==> src/rtl/snn_pkg.sv <==
// ----------------------------------------------------------------------------
// snn_pkg: shared types and constants of the spiking network engine
// Item kinds, register indexes, controller states, datapath commands and
// the saturation helper used by the arithmetic.
// ----------------------------------------------------------------------------
`default_nettype none

package snn_pkg;

  localparam logic [2:0] KIND_ROW   = 3'd0;
  localparam logic [2:0] KIND_EDGE  = 3'd1;
  localparam logic [2:0] KIND_DRIVE = 3'd2;
  localparam logic [2:0] KIND_POT   = 3'd3;
  localparam logic [2:0] KIND_STEP  = 3'd4;
  localparam logic [2:0] KIND_READ  = 3'd5;

  localparam logic [2:0] CFG_REST   = 3'd0;
  localparam logic [2:0] CFG_THRESH = 3'd1;
  localparam logic [2:0] CFG_RESET  = 3'd2;
  localparam logic [2:0] CFG_MDECAY = 3'd3;
  localparam logic [2:0] CFG_SDECAY = 3'd4;
  localparam logic [2:0] CFG_GAIN   = 3'd5;
  localparam logic [2:0] CFG_DELAY  = 3'd6;
  localparam logic [2:0] CFG_REFR   = 3'd7;

  localparam logic signed [15:0] RST_REST   = 16'sd0;
  localparam logic signed [15:0] RST_THRESH = 16'sd256;
  localparam logic signed [15:0] RST_RESET  = 16'sd0;
  localparam logic [15:0]        RST_MDECAY = 16'd60000;
  localparam logic [15:0]        RST_SDECAY = 16'd60000;
  localparam logic [15:0]        RST_GAIN   = 16'd256;
  localparam logic [3:0]         RST_DELAY  = 4'd1;
  localparam logic [7:0]         RST_REFR   = 8'd2;

  localparam logic [8:0]  SPIKES_MAX = 9'd511;
  localparam logic [15:0] TALLY_MAX  = 16'hFFFF;

  typedef enum logic [4:0] {
    ST_CLEAR, ST_IDLE, ST_MOD, ST_QCHK, ST_QRD, ST_RWAIT, ST_ROW, ST_ECHK,
    ST_ERD, ST_SWAIT, ST_SACC, ST_NRD, ST_N1, ST_N2, ST_N3, ST_N4, ST_N5,
    ST_FIN, ST_TRD, ST_TOUT
  } snn_state_t;

  typedef enum logic [4:0] {
    OP_NONE, OP_CLEAR, OP_ACCEPT, OP_MOD_SUB, OP_SLOT_LATCH, OP_PRE_LATCH,
    OP_Q_NEXT, OP_EDGE_START, OP_EDGE_LATCH, OP_EDGE_NEXT, OP_SYN_READ,
    OP_SYN_ADD, OP_QUEUE_CLEAR, OP_REFR_DEC, OP_MUL1, OP_MUL2, OP_DRIVE,
    OP_MUL3, OP_FIRE, OP_STEP_DONE, OP_TALLY_READ, OP_TALLY_OUT
  } snn_op_t;

  typedef struct packed {
    snn_op_t op;
    logic    idle;
  } snn_cmd_t;

  typedef struct packed {
    logic clr_last;
    logic cur_ge;
    logic q_ok;
    logic pre_ok;
    logic e_ok;
    logic t_ok;
    logic refr_nz;
    logic last_n;
  } snn_status_t;

  function automatic logic signed [15:0] sat16(input logic signed [31:0] x);
    logic signed [15:0] r;
    if (x > 32'sd32767) begin
      r = 16'sh7FFF;
    end else if (x < -32'sd32768) begin
      r = -16'sd32768;
    end else begin
      r = x[15:0];
    end
    return r;
  endfunction

endpackage

`default_nettype wire

==> src/rtl/snn_ctrl.sv <==
// ----------------------------------------------------------------------------
// snn_ctrl: sequencer of the spiking network engine
// Walks the clearing pass, item acceptance, spike delivery and the neuron
// update, issuing one datapath command per cycle.
// ----------------------------------------------------------------------------
`default_nettype none

module snn_ctrl (
  input  wire                       clk,
  input  wire                       rst,
  input  wire                       in_fire,
  input  wire  [2:0]                in_kind,
  input  wire  snn_pkg::snn_status_t status,
  output snn_pkg::snn_cmd_t          cmd
);

  snn_pkg::snn_state_t state, state_next;

  always_ff @(posedge clk) begin
    if (rst) begin
      state <= snn_pkg::ST_CLEAR;
    end else begin
      state <= state_next;
    end
  end

  always_comb begin
    state_next = state;
    case (state)
      snn_pkg::ST_CLEAR: if (status.clr_last) state_next = snn_pkg::ST_IDLE;
      snn_pkg::ST_IDLE: begin
        if (in_fire) begin
          if (in_kind == snn_pkg::KIND_STEP) begin
            state_next = snn_pkg::ST_MOD;
          end else if (in_kind == snn_pkg::KIND_READ) begin
            state_next = snn_pkg::ST_TRD;
          end
        end
      end
      snn_pkg::ST_MOD:   if (!status.cur_ge) state_next = snn_pkg::ST_QCHK;
      snn_pkg::ST_QCHK:  state_next = status.q_ok ? snn_pkg::ST_QRD : snn_pkg::ST_NRD;
      snn_pkg::ST_QRD:   state_next = status.pre_ok ? snn_pkg::ST_RWAIT : snn_pkg::ST_QCHK;
      snn_pkg::ST_RWAIT: state_next = snn_pkg::ST_ROW;
      snn_pkg::ST_ROW:   state_next = snn_pkg::ST_ECHK;
      snn_pkg::ST_ECHK:  state_next = status.e_ok ? snn_pkg::ST_ERD : snn_pkg::ST_QCHK;
      snn_pkg::ST_ERD:   state_next = status.t_ok ? snn_pkg::ST_SWAIT : snn_pkg::ST_ECHK;
      snn_pkg::ST_SWAIT: state_next = snn_pkg::ST_SACC;
      snn_pkg::ST_SACC:  state_next = snn_pkg::ST_ECHK;
      snn_pkg::ST_NRD:   state_next = snn_pkg::ST_N1;
      snn_pkg::ST_N1: begin
        if (status.refr_nz) begin
          state_next = status.last_n ? snn_pkg::ST_FIN : snn_pkg::ST_NRD;
        end else begin
          state_next = snn_pkg::ST_N2;
        end
      end
      snn_pkg::ST_N2:    state_next = snn_pkg::ST_N3;
      snn_pkg::ST_N3:    state_next = snn_pkg::ST_N4;
      snn_pkg::ST_N4:    state_next = snn_pkg::ST_N5;
      snn_pkg::ST_N5:    state_next = status.last_n ? snn_pkg::ST_FIN : snn_pkg::ST_NRD;
      snn_pkg::ST_FIN:   state_next = snn_pkg::ST_IDLE;
      snn_pkg::ST_TRD:   state_next = snn_pkg::ST_TOUT;
      snn_pkg::ST_TOUT:  state_next = snn_pkg::ST_IDLE;
      default:           state_next = snn_pkg::ST_IDLE;
    endcase
  end

  always_comb begin
    cmd.idle = (state == snn_pkg::ST_IDLE);
    cmd.op   = snn_pkg::OP_NONE;
    case (state)
      snn_pkg::ST_CLEAR: cmd.op = snn_pkg::OP_CLEAR;
      snn_pkg::ST_IDLE:  cmd.op = in_fire ? snn_pkg::OP_ACCEPT : snn_pkg::OP_NONE;
      snn_pkg::ST_MOD:   cmd.op = status.cur_ge ? snn_pkg::OP_MOD_SUB : snn_pkg::OP_SLOT_LATCH;
      snn_pkg::ST_QCHK:  cmd.op = status.q_ok ? snn_pkg::OP_NONE : snn_pkg::OP_QUEUE_CLEAR;
      snn_pkg::ST_QRD:   cmd.op = status.pre_ok ? snn_pkg::OP_PRE_LATCH : snn_pkg::OP_Q_NEXT;
      snn_pkg::ST_ROW:   cmd.op = snn_pkg::OP_EDGE_START;
      snn_pkg::ST_ECHK:  cmd.op = status.e_ok ? snn_pkg::OP_NONE : snn_pkg::OP_Q_NEXT;
      snn_pkg::ST_ERD:   cmd.op = status.t_ok ? snn_pkg::OP_EDGE_LATCH : snn_pkg::OP_EDGE_NEXT;
      snn_pkg::ST_SWAIT: cmd.op = snn_pkg::OP_SYN_READ;
      snn_pkg::ST_SACC:  cmd.op = snn_pkg::OP_SYN_ADD;
      snn_pkg::ST_N1:    cmd.op = status.refr_nz ? snn_pkg::OP_REFR_DEC : snn_pkg::OP_MUL1;
      snn_pkg::ST_N2:    cmd.op = snn_pkg::OP_MUL2;
      snn_pkg::ST_N3:    cmd.op = snn_pkg::OP_DRIVE;
      snn_pkg::ST_N4:    cmd.op = snn_pkg::OP_MUL3;
      snn_pkg::ST_N5:    cmd.op = snn_pkg::OP_FIRE;
      snn_pkg::ST_FIN:   cmd.op = snn_pkg::OP_STEP_DONE;
      snn_pkg::ST_TRD:   cmd.op = snn_pkg::OP_TALLY_READ;
      snn_pkg::ST_TOUT:  cmd.op = snn_pkg::OP_TALLY_OUT;
      default:           cmd.op = snn_pkg::OP_NONE;
    endcase
  end

endmodule

`default_nettype wire

==> config.mk <==
export PLATFORM = sky130hd
export DESIGN_NAME = snn_ctrl
export DESIGN_NICKNAME = d
export VERILOG_FILES = /design/src/rtl/snn_pkg.sv /design/src/rtl/snn_ctrl.sv
export SDC_FILE = /design/constraint.sdc
export NUM_CORES = 1
export LEC_CHECK = 0
export BUFFER_PORTS_ARGS = -buffer_cell sky130_fd_sc_hd__buf_2
export CAP_MARGIN = 20
export CORE_UTILIZATION = 55
export DETAILED_ROUTE_END_ITERATION = 10
export GPL_TIMING_DRIVEN = 0
export PLACE_DENSITY = 0.83
export SYNTH_ARGS = -nofsm -noshare
export SYNTH_HDL_FRONTEND = slang
export SYNTH_SLANG_ARGS = --single-unit
==> constraint.sdc <==
create_clock -name clk -period 5.2 [get_ports clk]
set_clock_uncertainty 0.05 [all_clocks]
set_input_delay 0.52 -clock clk [delete_from_list [all_inputs] [get_ports clk]]
set_output_delay 0.52 -clock clk [all_outputs]
set_load 0.01 [all_outputs]
==> impl_metrics.toml <==
[cells_and_area]
area_growth_pct = 18.88
drive_above_1_share = 0.1986
fin_area_sq_um = 874.6
top_register = "state"
finish.utilization = 0.7468
insertedDiodeCount = 0
top_regs = "state: 5 flops"
multi_input_area_sq_um = 569.3
largest_reg_flops = 5
n_fill_cell = 103
nets = 156
register_area_sq_um = 100.1

[route]
drcViolationCount = 0
post_drt_wl_per_cell_um = 16.17
ant_nets = 0
vias_per_cell = 6.755
drtIter0Drc = 104
firstDrtPassIters = 4
wirelength_um = 2506
route.vias.total = 1047

[timing]
rsz0062_at_grt = "false"
tns_ns = 0
hold_violations = 0
finalMaxSlewViolations = 0
setup_violations = 0
timing.fmax_mhz = 383.2
slew_headroom = 0.6741
max_slew.worst_pin.slew_ns = 0.4889
timing.final.crit_share = 0.5019
min_period_ns = 2.610

[yosys]
seq_area_frac_synth = 0.1361
synth-compound-area-share = 0.3980
synthAdderAreaFrac = 0
synth-seq-cells = 5
synthSimpleGateAreaFrac = 0.3759
synth-main-ff-cell = "dfxtp_1"
syn_inst = 118
synth.cell_area_sq_um = 735.7
synthTopCellsByCount = "nor2_1, a21oi_1, nor3_1"
yosysMostFrequentCell = "nor2_1"
synthXorXnorAreaFrac = 0
synth_top_area_share = 0.1361
muxShareOfSynthArea = 0
syn_avg_cell_area_sq_um = 6.235
mappedNetlistNets = 132
async_flop_share = 0
synthDistinctLibCells = 34
yosysTopAreaCell = "dfxtp_1"
synth_area_leaders = "dfxtp_1, a21oi_1, nor3_1"
yosys_warnings = 0
synth_top_family_by_area = "compound AO/OA/AOI/OAI gates"
synth-edff-count = 0

[floorplanning]
pin_count = 20
num_rows = 12
die_x_um = 38.58
die_y_um = 38.58
initial_utilization = 0.6282
coreArea_sq_mm = 0.001171
die_area_sq_mm = 0.001488

[worst_setup_path]
critPathRequiredTime_ns = 4.63
rr_endpoint = "state[1]$_SDFFE_PP0P_"
worst-r2r-setup-slack_ns = 3.30
r2r_cells = 5
crit_path_start_kind = "register"
end_kind = "primary output"
cp-endpoint = "cmd[2]"
reg2reg_from = "state[4]$_SDFFE_PP0P_"
arrival_ns = 2.04
worst-setup-path-type = "register to primary output"
startpoint = "state[4]$_SDFFE_PP0P_"
path_max_fanout = 10

[placement]
place.gp.congestion = 0.9668
dp_hpwl_um = 1788
placed_area_sq_um = 848.3
io_buffers = 19

[status]
outcome = "finished clean"

[cts]
post_cts_buffers = 0
clkSinkCount = 5
root_buffer = "clkbuf_4"
clock_path_buffers = 2
clk_latency_ns = 0.27
cts_hold_buf = 0
post_cts_resized = 0
cts-htree-levels = 1
path_clk_slew_ns = 0.05
cts_made_buffers = 3
cts_tree = "built"

[pwr]
switching_share = 0.4377
p_sw_uw = 83.71
p_leak_uw = 0.0003445
internal-power_uw = 107.5
clkPwrFrac = 0.271
combPwrFrac = 0.489
p_per_area_mw_per_mm2 = 218.7
ir_drop_v = 0.0001429
power_frac_seq = 0.239

[global_route]
grt_max_degree = 11
grt_pass1_wl_um = 3919
grt.total_usage = 0.3880
first_global_vias = 918
antenna_found_initial = 0
overflow = 0

[run]
max_cap_violations = 0

[worst_hold_path]
hold_path.class = "input port to register"
-- layout by cell type, fill, tap and decap left out, drive strengths merged --
cell    instances
nand2           8
a31oi           1
or3             6
and2b           1
a22oi           2
nor2b           3
nand2b          5
nor2           12
o31a            2
o22ai           2
nand3           3
inv             6
dfxtp           5
a211o           1
o22a            1
a221oi          1
o211ai          2
o32ai           1
a211oi          2
nand4b          2
nand3b          3
a21oi          11
clkbuf          6
o311ai          1
a32oi           1
a221o           1
nor4            1
o21ai          11
a21bo           1
nor3            9
a21o            3
buf            27
-- power by group through the flow --
| stage | Sequential (uW) | Clock, uW | Combinational (uW) |
|---|---|---|---|
| 6_report | 45.8 | 51.9 | 93.6 |
| 5_1_grt | 46.0 | 52.7 | 102 |
| 4_1_cts | 45.4 | 50.0 | 91.6 |
| 3_5_place_dp | 46.2 | 0 | 91.1 |
| 3_3_place_gp | 45.8 | 0 | 89.5 |
| 2_1_floorplan | 44.8 | 0 | 63.5 |
-- routing by layer --
metal / GRT usage / share of wire / up-vias
met1: 0.4790 / 0.41 / 453
met4: 0.1983 / 0.032 / 0
met2: 0.6042 / 0.45 / 88
met5: 0 / 0 / -
met3: 0.1098 / 0.10 / 18
li1: - / - / 488
-- worst min path at each step --
| stage | to | start | slack, ns | cells after the start |
|---|---|---|---|---|
| floorplan | state[1]$_SDFFE_PP0P_ | rst | 0.54 | 1 |
| finish | state[1]$_SDFFE_PP0P_ | rst | 0.44 | 2 |
| CTS | state[1]$_SDFFE_PP0P_ | rst | 0.44 | 2 |
| global placement | state[4]$_SDFFE_PP0P_ | state[0]$_SDFFE_PP0P_ | 0.64 | 3 |
| detailed placement | state[4]$_SDFFE_PP0P_ | state[3]$_SDFFE_PP0P_ | 0.65 | 3 |
| global route | state[1]$_SDFFE_PP0P_ | rst | 0.45 | 2 |
-- stage by stage --
| stage | power (uW) | instances | setup slack, ns | hold slack, ns |
|---|---|---|---|---|
| after floorplan | 108.4 | 118 | 3.210 | 0.5362 |
| after global placement | 135.3 | 151 | 2.946 | 0.6403 |
| after detailed placement | 137.3 | 151 | 2.912 | 0.6470 |
| after CTS | 187.0 | 155 | 2.630 | 0.4418 |
| after global routing | 201.2 | 155 | 2.458 | 0.4468 |
| final | 191.2 | 155 | 2.590 | 0.4433 |
-- final cells by class --
| class | instances | area share |
|---|---|---|
| Buffer | 10 | 0.05007 |
| Clock buffer | 4 | 0.03004 |
| Inverter | 6 | 0.02575 |
| Multi-Input combinational cell | 97 | 0.6509 |
| Sequential cell | 5 | 0.1144 |
| Tap cell | 14 | 0.02003 |
| Timing Repair Buffer | 19 | 0.1087 |
-- logic make-up after synthesis --
group                  Yosys count
AO/OA/AOI/OAI                   44
AND/OR/NAND/NOR                 53
flip-flops                       5
buffers and inverters           16
-- critical path, cell delays in order, from the launching register on --
cell,delay [ns]
dfxtp_1,0.35
clkbuf_1,0.38
buf_1,0.45
a21oi_1,0.07
o31a_1,0.25
o21ai_0,0.13
buf_2,0.15
Power figures use the tool's default switching activity.
